--- src/design/sadf_pkg.sv ---
`default_nettype none
package sadf_pkg;

   // Rule table depth and derived index width
   localparam int RULE_ENTRIES = 64;
   localparam int IDX_W = (RULE_ENTRIES > 1) ? $clog2(RULE_ENTRIES) : 1;
   localparam int CMP_W = 13;

   // Rule RAM word: {is_v6, deny, prefix_len, addr_high, addr_low}
   localparam int RULE_W = 138;

   localparam logic [15:0] TYPE_VLAN = 16'h8100;
   localparam logic [15:0] TYPE_QINQ = 16'h88A8;
   localparam logic [15:0] TYPE_IPV4 = 16'h0800;
   localparam logic [15:0] TYPE_IPV6 = 16'h86DD;
   localparam logic [15:0] FRAG_MASK = 16'h1FFF;
   localparam logic [7:0]  V4_MAX_LEN = 8'd32;
   localparam logic [7:0]  V6_MAX_LEN = 8'd128;

   localparam logic OP_BYTE = 1'b0;
   localparam logic OP_RULE = 1'b1;

   typedef struct packed {
      logic accept_byte;
      logic accept_rule;
      logic start_scan;
      logic scan_issue;
      logic finish;
   } sadf_cmd_type;

   typedef struct packed {
      logic eligible;
      logic scan_last;
      logic out_free;
   } sadf_status_type;

endpackage
`default_nettype wire

--- src/design/sadf_controller.sv ---
`default_nettype none
module sadf_controller
   import sadf_pkg::*;
(
   input  wire logic             clock,
   input  wire logic             reset,
   input  wire logic             req_valid,
   output logic                  req_stall,
   input  wire logic             req_op,
   input  wire logic             req_packet_last,
   input  wire sadf_status_type  status,
   output sadf_cmd_type          cmd
);

   localparam logic [1:0] ST_IDLE   = 2'd0;
   localparam logic [1:0] ST_SCAN   = 2'd1;
   localparam logic [1:0] ST_DRAIN  = 2'd2;
   localparam logic [1:0] ST_FINISH = 2'd3;

   logic [1:0] state_ff, state_in;
   logic       accept;

   // Input stalls from the start of a scan until its result is written, and on a last byte while the result is held
   assign req_stall = (state_ff != ST_IDLE) ||
                      (req_op == OP_BYTE && req_packet_last && !status.out_free);
   assign accept    = req_valid && !req_stall;

   always_comb begin
      state_in        = state_ff;
      cmd.accept_byte = accept && req_op == OP_BYTE;
      cmd.accept_rule = accept && req_op == OP_RULE;
      cmd.start_scan  = 1'b0;
      cmd.scan_issue  = 1'b0;
      cmd.finish      = 1'b0;
      case (state_ff)
         ST_IDLE: begin
            if (cmd.accept_byte && req_packet_last && status.eligible) begin
               cmd.start_scan = 1'b1;
               state_in       = ST_SCAN;
            end
         end
         ST_SCAN: begin
            cmd.scan_issue = 1'b1;
            if (status.scan_last) begin
               state_in = ST_DRAIN;
            end
         end
         ST_DRAIN: begin
            state_in = ST_FINISH;
         end
         ST_FINISH: begin
            if (status.out_free) begin
               cmd.finish = 1'b1;
               state_in   = ST_IDLE;
            end
         end
         default: begin
            state_in = ST_IDLE;
         end
      endcase
   end

   always_ff @(posedge clock) begin
      if (reset) begin
         state_ff <= ST_IDLE;
      end else begin
         state_ff <= state_in;
      end
   end

endmodule
`default_nettype wire

--- config.mk ---
export PLATFORM = sky130hd
export DESIGN_NAME = sadf_controller
export DESIGN_NICKNAME = d
export VERILOG_FILES = /design/src/design/sadf_pkg.sv /design/src/design/sadf_controller.sv
export SDC_FILE = /design/constraint.sdc
export NUM_CORES = 1
export LEC_CHECK = 0
export BUFFER_PORTS_ARGS = -buffer_cell sky130_fd_sc_hd__buf_4
export CAP_MARGIN = 30
export CORE_AREA = 2 2 39 41
export CTS_BUF_LIST = sky130_fd_sc_hd__clkbuf_16
export DETAILED_ROUTE_END_ITERATION = 16
export DIE_AREA = 0 0 41 43
export MAX_ROUTING_LAYER = met4
export PLACE_DENSITY = 0.43
export SLEW_MARGIN = 20
export SYNTH_ARGS = -nofsm -noshare
export SYNTH_HDL_FRONTEND = slang
export SYNTH_SLANG_ARGS = --single-unit
--- constraint.sdc ---
create_clock -name clock -period 1.75 [get_ports clock]
set_input_delay 0.175 -clock clock [delete_from_list [all_inputs] [get_ports clock]]
set_output_delay 0.175 -clock clock [all_outputs]
set_load 0.1 [all_outputs]
Word-level counts from Yosys, hierarchy flattened
Cells that the tools add are included.
{"block": "word_totals", "regBits": 2, "in_bits": 8, "output_inout_bits": 6, "word_cells": 30}
{"block": "op_classes", "eq_ne": 6, "mux": 9, "n_bitwise": 1, "n_reduce_logical": 13}
{"operator": "$pmux 2 s4", "n": 1}
{"operator": "$logic_and 1x1->1", "n": 7}
{"operator": "$mux 2", "n": 3}
{"operator": "$ne 2x2->1 const B", "n": 3}
{"operator": "$mux 1", "n": 5}
{"operator": "$eq 2x2->1 const B", "n": 2}
{"operator": "$reduce_and 3->1", "n": 1}
{"operator": "$eq 2x1->1 const B", "n": 1}
{"operator": "$logic_not 1->1", "n": 2}
{"operator": "$logic_not 2->1", "n": 1}
{"operator": "$reduce_bool 2->1", "n": 1}
{"operator": "$logic_or 1x1->1", "n": 1}
{"operator": "$not 1->1", "n": 1}

Logic depth before layout (Yosys ltp)
Gate-level depths: netlist (run 1).
{"block": "depth", "word_depth": 11, "mapped_depth": 5, "mapped_depth_nobuf": 5}

Worst setup path before layout (run 1)
OpenSTA, ideal clock, no wires.
{"block": "synth_path", "kind": "input to output", "startpoint": "input req_op", "endpoint": "output req_stall", "arrival_time_ns": 2.421, "required_ns": 1.575, "path_slack_ns": -0.846, "cell_stages": 2, "path_buffers": 0, "path_cell_list": "nand2b_1 o21ai_0"}
{"block": "synth_between", "elab_chain_cells": 4}
{"element": "start: declaration", "line": "sadf_controller.sv:9", "source": "input wire logic req_op,"}
{"element": "$not 1->1", "line": "sadf_controller.sv:25", "source": "(req_op == OP_BYTE && req_packet_last && !status.out_free);"}
{"element": "$logic_and 1x1->1 (2 in series)", "line": "sadf_controller.sv:25"}
{"element": "$logic_or 1x1->1", "line": "sadf_controller.sv:24", "source": "assign req_stall = (state_ff != ST_IDLE) ||"}
{"element": "end: declaration", "line": "sadf_controller.sv:8", "source": "output logic req_stall,"}
Every way passes these cells.

==> flow_summary.json, run 1 <==
{
  "status": "finished, final reports clean",
  "cp-start-kind": "flip-flop",
  "drv_cap": 0,
  "synthArstFlopShare_pct": 0,
  "placed_area_um2": 402,
  "synth_top_flop_cell": "dfxtp_1",
  "antenna_left": 0,
  "fin_tns_setup_ns": 0,
  "cts_tree": "yes",
  "crit_start": "state_ff[0]$_SDFFE_PP0P_",
  "vias": 262,
  "grt_pass1_vias": 259,
  "syn-cell-area_um2": 267,
  "slew_headroom_pct": 68.1,
  "cts_buffers": 3,
  "detailedPlacementHpwl_um": 516,
  "area_delta_synth_final_pct": 87.3,
  "htree_levels": 1,
  "rsz0062_at_grt": "no",
  "hold_path.class": "primary input to flip-flop",
  "cts.clk_slew.worst_paths_ns": 0.03,
  "cts_max_path_buffers": 2,
  "synth.most_common_cell": "ha_1",
  "grt_usage_pct": 8.51,
  "largest_reg_flops": 2,
  "synth_edf_count": 0,
  "max_freq_mhz": 600,
  "setup_viol": 0,
  "synth-seq-area-share_pct": 15.0,
  "rr_worst_depth": 5,
  "top_regs": "state_ff x2",
  "crit_arrival_ns": 1.49,
  "end_kind": "output port",
  "reg2reg_to": "state_ff[1]$_SDFFE_PP0P_",
  "fp.dieW_um": 41,
  "clock_skew_ns": 0.000725,
  "path_class": "flip-flop to output port",
  "wirelength_um": 615,
  "min_period_over_period_pct": 95.2,
  "power_per_cell_area_nw_per_um2": 988,
  "avgSynthCellArea_um2": 9.87,
  "critPathRequiredTime_ns": 1.57,
  "grt_pass1_wl_um": 938,
  "fin_util_pct": 36.1,
  "p_leak_nw": 0.217,
  "pin_count": 14,
  "grt_max_degree": 6,
  "synth_top_cell_area_share_pct": 23.5,
  "wire_per_inst_um": 10.4,
  "worst_ir_drop_vdd_v": 0.000478,
  "nets": 58,
  "tightestPinTransition_ns": 0.476,
  "die_h_um": 43,
  "first_iter_violations": 5,
  "grt_antenna_before_repair": 0,
  "fp.dieArea_um2": 1760,
  "postCtsHoldBufs": 0,
  "start_util_pct": 19.3,
  "synth_commonest_cells": "ha_1, nand2b_1",
  "period_minus_slack_ns": 1.67,
  "clock-sinks": 2,
  "synthTopCellsByArea": "ha_1, dfxtp_1, a2111oi_4",
  "cts_root_buf": "clkbuf_16",
  "hold_violations": 0,
  "crit_fanout": 5,
  "clock_latency_ns": 0.22,
  "routed_via_density": 4.44,
  "coreArea_um2": 1380,
  "antenna_cells": 0,
  "drive_gt1_share_pct": 55.8,
  "r2r_slack_ns": 0.20,
  "yosys.cell_types.count": 16,
  "final_area_um2": 499,
  "drc": 0,
  "critPathCapture": "cmd[2]",
  "ys_ff_latch": 2,
  "yosysWarnings": 0,
  "rows": 14,
  "synth_nets": 40,
  "crit-reg2reg-launch": "state_ff[1]$_SDFFE_PP0P_",
  "worstHoldPathCells": 3,
  "overflow": 0,
  "regMostFlops": "state_ff",
  "synth_cells": 27,
  "yosys.area.top_type": "ha_1",
  "min_from": "reset",
  "slew_violations": 0,
  "io_buffers": 13,
  "firstDrtPassIters": 4,
  "place_congestion": 0.698
}
[how the worst min path moves through the flow]
| stage | end | slack [ns] |
|---|---|---|
| after global routing | state_ff[0]$_SDFFE_PP0P_ | 0.27 |
| final | state_ff[0]$_SDFFE_PP0P_ | 0.25 |
| after detailed placement | state_ff[0]$_SDFFE_PP0P_ | 0.48 |
| after floorplan | state_ff[0]$_SDFFE_PP0P_ | 0.36 |
| after CTS | state_ff[0]$_SDFFE_PP0P_ | 0.25 |
| after global placement | state_ff[1]$_SDFFE_PP0P_ | 0.47 |
[final cells by class]
| type | count | area, um2 |
|---|---|---|
| fillers | 139 | 885 |
| multi-input cells | 23 | 239 |
| repair buffers | 13 | 118 |
| clock buffers | 3 | 75.1 |
| flip-flops and latches | 2 | 40.0 |
| well taps | 16 | 20.0 |
| inverters | 2 | 7.51 |
[per-stage QoR]
stage                     setup WS, ns  power, W  std cells  hold WS (ns)
after floorplan                -0.0902  0.000122         27         0.355
after global placement           0.204  0.000149         56         0.468
after detailed placement         0.178  0.000150         56         0.479
after CTS                     0.000912  0.000496         59         0.251
after global routing           0.00979  0.000507         59         0.265
final                           0.0840  0.000493         59         0.252
[report_power, final]
group / switching [W] / internal (W) / total, W
Combinational: 0.0000691 / 0.0000358 / 0.000105
Clock: 0.0000497 / 0.000290 / 0.000340
Sequential: 0.00000131 / 0.0000471 / 0.0000484
Total: 0.000120 / 0.000373 / 0.000493
[layer usage]
metal,GRT usage [%],vias to the layer above,part of all wire [%]
met5,-,-,0
met4,8.00,0,2.4
met3,3.14,2,13
met2,13.1,17,48
met1,7.32,117,36
li1,-,126,-
[cells in the final DEF, fill, tap and decap left out]
cell type  netlist  layout
a2111oi_4        1       1
a21boi_1         1       1
and2_1           1       1
and2b_2          1       1
and3_2           1       1
buf_12           0       1
buf_4            0      11
buf_8            0       1
clkbuf_16        0       3
dfxtp_1          2       2
ha_1             5       3
ha_2             0       2
inv_1            2       2
mux2i_1          2       2
nand2b_1         4       4
nand3b_4         1       1
nor2_4           0       2
nor2b_1          1       1
o211ai_1         1       1
o21ai_1          0       1
o21bai_1         1       1
[repair_timing]
| action | CTS | global route |
|---|---|---|
| pin swaps | 0 | 1 |
| setup endpoints to repair | 2 | 2 |
| buffers inserted | 0 | 0 |
| resized for setup | 2 | 4 |
[critical path, stage by stage (launching register included)]
cell	delay, ns
dfxtp_1	0.33
inv_1	0.11
ha_2	0.24
o211ai_1	0.22
nor2_4	0.18
buf_12	0.18
[kinds of logic after synthesis]
logic type / share of synthesized area, %
simple gates: 30.5
flops: 15.0
fa+ha+maj: 23.5
buf+inv: 2.82
compound gates: 20.7
mux: 7.51
(Power assumes the default switching activity.)
==> inputs of run 2 (changes only) <==
--- a/config.mk
+++ b/config.mk
@@ -12,7 +12,6 @@
 export DETAILED_ROUTE_END_ITERATION = 16
 export DIE_AREA = 0 0 41 43
 export MAX_ROUTING_LAYER = met4
-export PLACE_DENSITY = 0.43
 export SLEW_MARGIN = 20
 export SYNTH_ARGS = -nofsm -noshare
 export SYNTH_HDL_FRONTEND = slang
==> constraint.sdc (replaced) <==
create_clock -name clock -period 1.6 [get_ports clock]
set_input_delay 0.16 -clock clock [delete_from_list [all_inputs] [get_ports clock]]
set_output_delay 0.16 -clock clock [all_outputs]
set_load 0.1 [all_outputs]
==> run 2 against run 1 <==
  * Clock-buffer cell count stayed put
  * Cell count is 1.7% higher
  * Worst setup slack better by 0.039 ns
  * Utilization is 0.54 points higher
  * Critical endpoint is now cmd[4]
==> flow_summary.json, run 2 (synthesis results as in run 1) <==
{
  "status": "finished, final reports clean",
  "drc": 0,
  "fp.dieW_um": 41,
  "crit_fanout": 5,
  "worstHoldPathCells": 3,
  "rsz0062_at_grt": "no",
  "drive_gt1_share_pct": 59.1,
  "crit_chain": "inv_2, ha_4, o211ai_1, nor2_2, buf_8",
  "grt_max_degree": 6,
  "slowest_stage": "dfxtp_1",
  "rows": 14,
  "grt_pass1_vias": 234,
  "fp.dieArea_um2": 1760,
  "hold_violations": 0,
  "end_kind": "output port",
  "reg2reg_to": "state_ff[0]$_SDFFE_PP0P_",
  "worst_ir_drop_vdd_v": 0.000570,
  "min_period_over_period_pct": 92.3,
  "vias": 249,
  "critical_path.max_stage_delay_ns": 0.34,
  "place_congestion": 0.694,
  "cts_max_path_buffers": 2,
  "top_layer_used": "met3",
  "postCtsSetupBuffers": 0,
  "overflow": 0,
  "cp-start-kind": "flip-flop",
  "hold_path.class": "primary input to flip-flop",
  "slew_violations": 0,
  "cts_root_buf": "clkbuf_16",
  "grt_pass1_wl_um": 814,
  "critPathRequiredTime_ns": 1.44,
  "r2r_slack_ns": 0.14,
  "seq_power_share_pct": 9.9,
  "rr_worst_depth": 5,
  "path_buf_inv": 2,
  "fin_cells": 60,
  "io_buffers": 13,
  "crit_arrival_ns": 1.32,
  "wirelength_met1_um": 206,
  "setup_viol": 0,
  "drv_cap": 0,
  "clock-sinks": 2,
  "clock_latency_ns": 0.22,
  "coreArea_um2": 1380,
  "start_util_pct": 19.3,
  "power_per_cell_area_nw_per_um2": 1060,
  "dp.cells": 57,
  "power.switching_w": 0.000127,
  "first_iter_violations": 4,
  "cts_tree": "yes",
  "die_h_um": 43,
  "antenna_left": 0,
  "top_regs": "state_ff x2",
  "p_leak_nw": 0.224,
  "path_class": "flip-flop to output port",
  "postCtsHoldBufs": 0,
  "cp_top_family": "flip-flops",
  "pin_count": 14,
  "cts_buffers": 3,
  "htree_levels": 1,
  "met3_length_um": 60,
  "power_frac_clock_pct": 69.0,
  "crit-reg2reg-launch": "state_ff[1]$_SDFFE_PP0P_",
  "grt_antenna_before_repair": 0,
  "detailedPlacementHpwl_um": 464,
  "firstDrtPassIters": 2,
  "holdPathEnd": "state_ff[1]$_SDFFE_PP0P_",
  "nets": 59,
  "tightestPinTransition_ns": 0.319,
  "min_from": "reset",
  "p_int_w": 0.000409,
  "p_comb_share_pct": 21.1,
  "final_common_cell": "buf_4",
  "total_power_w": 0.000536,
  "period_minus_slack_ns": 1.48,
  "hold_ws_ns": 0.228,
  "cts.clk_slew.worst_paths_ns": 0.03,
  "met2_length_um": 272,
  "final_cell_mix": "buf_4, nand2b_1, ha_1, clkbuf_16",
  "max_freq_mhz": 677,
  "grt_usage_pct": 7.38,
  "regMostFlops": "state_ff",
  "area_delta_synth_final_pct": 90.1,
  "swShare_pct": 23.7,
  "antenna_cells": 0,
  "wirelength_um": 539,
  "clock_skew_ns": 0.0000657,
  "routed_via_density": 4.15,
  "largest_reg_flops": 2,
  "slew_headroom_pct": 78.8,
  "wire_per_inst_um": 8.98
}
## run 2: cell types whose count changed in the layout (fill, tap and decap cells not counted), sizes merged
cell,delta
buf,+1
## run 2: timing repair
item	4_1_cts	5_1_grt
pin swaps	0	1
endpoints found under the setup margin	2	3
resized for setup	4	4
## run 2: worst max-delay path by stage
stage	start	end	slack (ns)	cells after the start
after floorplan	req_op	req_stall	-0.21	2
after global routing	state_ff[0]$_SDFFE_PP0P_	cmd[2]	0.04	5
final	state_ff[0]$_SDFFE_PP0P_	cmd[4]	0.12	5
after CTS	state_ff[0]$_SDFFE_PP0P_	cmd[2]	0.007	5
after detailed placement	state_ff[0]$_SDFFE_PP0P_	state_ff[0]$_SDFFE_PP0P_	0.09	5
after global placement	state_ff[0]$_SDFFE_PP0P_	state_ff[0]$_SDFFE_PP0P_	0.13	5
## run 2: worst register-to-register path, cell delays in order (launching register included)
cell and delay [ns]:
dfxtp_1 0.31, inv_1 0.09, ha_2 0.18, and2b_2 0.21, a2111oi_4 0.37, mux2i_1 0.22
## run 2: per-stage QoR
stage               cell area [um2]  util, %  TNS [ns]  setup WS (ns)
global route                    507     36.6         0         0.0366
detailed placement              399     28.8         0         0.0898
global placement                399     28.8         0          0.131
floorplan                       274        -    -0.793         -0.210
CTS                             488     35.3         0        0.00685
finish                          507     36.6         0          0.123
## run 2: area by class of cell
type	instances	area, um2
clock buffers	3	75.1
multi-input cells	23	239
fillers	151	877
flip-flops and latches	2	40.0
well taps	16	20.0
inverters	2	7.51
repair buffers	14	125
## run 2: per-layer routing
metal	global-route usage [%]	up-vias
met5	-	-
met4	6.00	0
met3	3.14	0
met2	11.9	11
met1	6.05	111
li1	-	127
## run 2: power by group through the flow
stage	Sequential (W)	Combinational [W]	Clock, W
2_1_floorplan	0.0000531	0.0000773	0
4_1_cts	0.0000529	0.000110	0.000376
6_report	0.0000530	0.000113	0.000370
3_3_place_gp	0.0000534	0.000106	0
3_5_place_dp	0.0000535	0.000107	0
5_1_grt	0.0000533	0.000119	0.000381
==> inputs of run 3 (changes only) <==
--- a/config.mk
+++ b/config.mk
@@ -5,7 +5,8 @@
 export SDC_FILE = /design/constraint.sdc
 export NUM_CORES = 1
 export LEC_CHECK = 0
-export BUFFER_PORTS_ARGS = -buffer_cell sky130_fd_sc_hd__buf_4
+export ABC_AREA = 1
+export BUFFER_PORTS_ARGS = -buffer_cell sky130_fd_sc_hd__buf_2
 export CAP_MARGIN = 30
 export CORE_AREA = 2 2 39 41
 export CTS_BUF_LIST = sky130_fd_sc_hd__clkbuf_16
==> run 3 against run 2 <==
  * Combinational power rose to 5.5 times the previous value
  * First-iteration DRC count down 50%
  * Global-route usage up 1.6 points
  * Fmax down 2.1%
  * Largest power group is now combinational logic
==> flow_summary.json, run 3 <==
{
  "first_iter_violations": 2,
  "fp.dieW_um": 41,
  "hold_path.class": "primary input to flip-flop",
  "pin_count": 14,
  "rows": 14,
  "postCtsHoldBufs": 0,
  "synth_nets": 51,
  "total_power_w": 0.00108,
  "rsz0062_at_grt": "no",
  "hold_violations": 0,
  "p_int_w": 0.000610,
  "antenna_cells": 0,
  "top_regs": "state_ff x2",
  "fin_util_pct": 38.3,
  "grt_antenna_before_repair": 0,
  "slowest_stage": "dfxtp_2",
  "p_leak_nw": 0.261,
  "min_period_over_period_pct": 94.3,
  "setup_viol": 0,
  "synth-simple-area-share_pct": 31.0,
  "clock_latency_ns": 0.22,
  "rr_worst_depth": 7,
  "yosys.cell_types.count": 14,
  "power_per_cell_area_nw_per_um2": 2040,
  "vias": 265,
  "detailedPlacementHpwl_um": 452,
  "synthArstFlopShare_pct": 0,
  "syn-cell-area_um2": 270,
  "r2r_slack_ns": 0.40,
  "coreArea_um2": 1380,
  "power.switching_w": 0.000473,
  "synth-adder-area-share_pct": 23.1,
  "io_buffers": 13,
  "placed_area_um2": 440,
  "muxShareOfSynthArea_pct": 0,
  "crit_chain": "inv_2, ha_4, o21ai_4, nand3b_1, clkinvlp_4, buf_12",
  "critical_path.max_stage_delay_ns": 0.33,
  "nets": 69,
  "synth_edf_count": 0,
  "ys_ff_latch": 2,
  "final_cell_mix": "buf_2, inv_1, nand2_1",
  "grt_usage_pct": 9.02,
  "seq_power_share_pct": 8.6,
  "cts_tree": "yes",
  "area_delta_synth_final_pct": 96.3,
  "cp-start-kind": "flip-flop",
  "clock_skew_ns": 0.000499,
  "largest_reg_flops": 2,
  "die_h_um": 43,
  "worstHoldPathCells": 4,
  "avgSynthCellArea_um2": 7.11,
  "overflow": 0,
  "firstDrtPassIters": 2,
  "synth_top_family_by_area": "simple AND/OR/NAND/NOR gates",
  "htree_levels": 1,
  "fp.dieArea_um2": 1760,
  "tightestPinTransition_ns": 0.484,
  "holdPathEnd": "state_ff[1]$_SDFFE_PP0P_",
  "max_freq_mhz": 663,
  "crit_arrival_ns": 1.35,
  "grt_max_degree": 5,
  "clock-sinks": 2,
  "drc": 0,
  "drv_cap": 0,
  "drive_gt1_share_pct": 53.7,
  "cts_max_path_buffers": 2,
  "yosys.area.top_type": "ha_1",
  "routed_via_density": 3.79,
  "cts.clk_slew.worst_paths_ns": 0.03,
  "period_minus_slack_ns": 1.51,
  "synthXorXnorAreaFrac_pct": 0,
  "crit-reg2reg-launch": "state_ff[0]$_SDFFE_PP0P_",
  "hold_ws_ns": 0.178,
  "synth_commonest_cells": "inv_1, ha_1, nand2_1, nor2_1",
  "slew_headroom_pct": 67.9,
  "synth_cells": 38,
  "place_congestion": 0.718,
  "antenna_left": 0,
  "min_from": "reset",
  "synth_top_flop_cell": "dfxtp_1",
  "wire_per_inst_um": 8.39,
  "critPathRequiredTime_ns": 1.44,
  "start_util_pct": 19.5,
  "fill_cells": 142,
  "cts_root_buf": "clkbuf_16",
  "reg2reg_to": "state_ff[0]$_SDFFE_PP0P_",
  "synth_top_cell_area_share_pct": 23.1,
  "end_kind": "output port",
  "synth-seq-area-share_pct": 14.8,
  "synth-compound-area-share_pct": 14.4,
  "power_frac_clock_pct": 34.5,
  "place_ws_ns": 0.131,
  "wirelength_um": 587,
  "final_area_um2": 531,
  "regMostFlops": "state_ff",
  "swShare_pct": 43.6,
  "worst_ir_drop_vdd_v": 0.000977,
  "fin_ws_ns": 0.0910,
  "grt_pass1_vias": 273,
  "path_class": "flip-flop to output port",
  "yosysWarnings": 0,
  "grt_pass1_wl_mm": 1.04,
  "crit_fanout": 4,
  "synthTopCellsByArea": "ha_1, inv_1, dfxtp_1",
  "final_common_cell": "buf_2",
  "cts_buffers": 3,
  "p_comb_share_pct": 56.8,
  "synth.most_common_cell": "inv_1",
  "slew_violations": 0,
  "status": "finished, final reports clean",
  "postCtsSetupBuffers": 0
}
-- run 3: cell type report --
| cell class | count | area [um2] | area share, % |
|---|---|---|---|
| Clock buffer | 3 | 75.1 | 14.2 |
| Timing Repair Buffer | 13 | 125 | 23.6 |
| Multi-Input combinational cell | 24 | 219 | 41.3 |
| Sequential cell | 2 | 42.5 | 8.02 |
| Inverter | 12 | 48.8 | 9.20 |
| Tap cell | 16 | 20.0 | 3.77 |
-- run 3: critical path, delay by kind of cell, from the launching register on --
kind,cells,cell delay (ns)
AOI/OAI and AO/OA,1,0.07
adders and majority gates,1,0.17
buffers and inverters,3,0.36
DFF,1,0.33
and+or+nand+nor,1,0.20
-- run 3: metrics by stage --
stage / setup TNS (ns) / instances
floorplan: -0.223 / 38
global placement: 0 / 67
detailed placement: 0 / 67
CTS: 0 / 70
global route: 0 / 70
finish: 0 / 70
-- run 3: kinds of logic after synthesis --
group	Yosys count
and+or+nand+nor	14
buffers and inverters	12
AOI/OAI and AO/OA	5
adders and majority gates	5
DFF	2
-- run 3: routing by layer --
metal / vias up / part of all wire, % / GRT usage, %
met2: 8 / 50 / 13.8
met1: 112 / 42 / 9.21
li1: 145 / - / -
met5: - / 0 / -
met3: 0 / 7.8 / 4.71
met4: 0 / 0 / 4.00
-- run 3: worst max-delay path by stage --
stage / from / to / slack, ns / cells past startpoint
2_1_floorplan: state_ff[0]$_SDFFE_PP0P_ / cmd[3] / -0.21 / 5
3_3_place_gp: state_ff[0]$_SDFFE_PP0P_ / cmd[3] / 0.15 / 6
3_5_place_dp: state_ff[0]$_SDFFE_PP0P_ / cmd[3] / 0.13 / 6
4_1_cts: state_ff[1]$_SDFFE_PP0P_ / cmd[3] / 0.02 / 6
5_1_grt: state_ff[0]$_SDFFE_PP0P_ / cmd[3] / 0.02 / 6
6_report: state_ff[0]$_SDFFE_PP0P_ / cmd[3] / 0.09 / 6
-- run 3: timing repair --
item                       4_1_cts  5_1_grt
hold endpoints to repair         0        0
resized for setup                4        2
setup endpoints to repair        3        1
-- run 3: power groups by stage --
| stage | Sequential, W | Combinational [W] | Clock, W |
|---|---|---|---|
| after floorplan | 0.0000825 | 0.000454 | 0 |
| after global placement | 0.0000853 | 0.000586 | 0 |
| after detailed placement | 0.0000871 | 0.000589 | 0 |
| after CTS | 0.0000903 | 0.000620 | 0.000381 |
| after global routing | 0.0000959 | 0.000665 | 0.000388 |
| final | 0.0000934 | 0.000616 | 0.000374 |
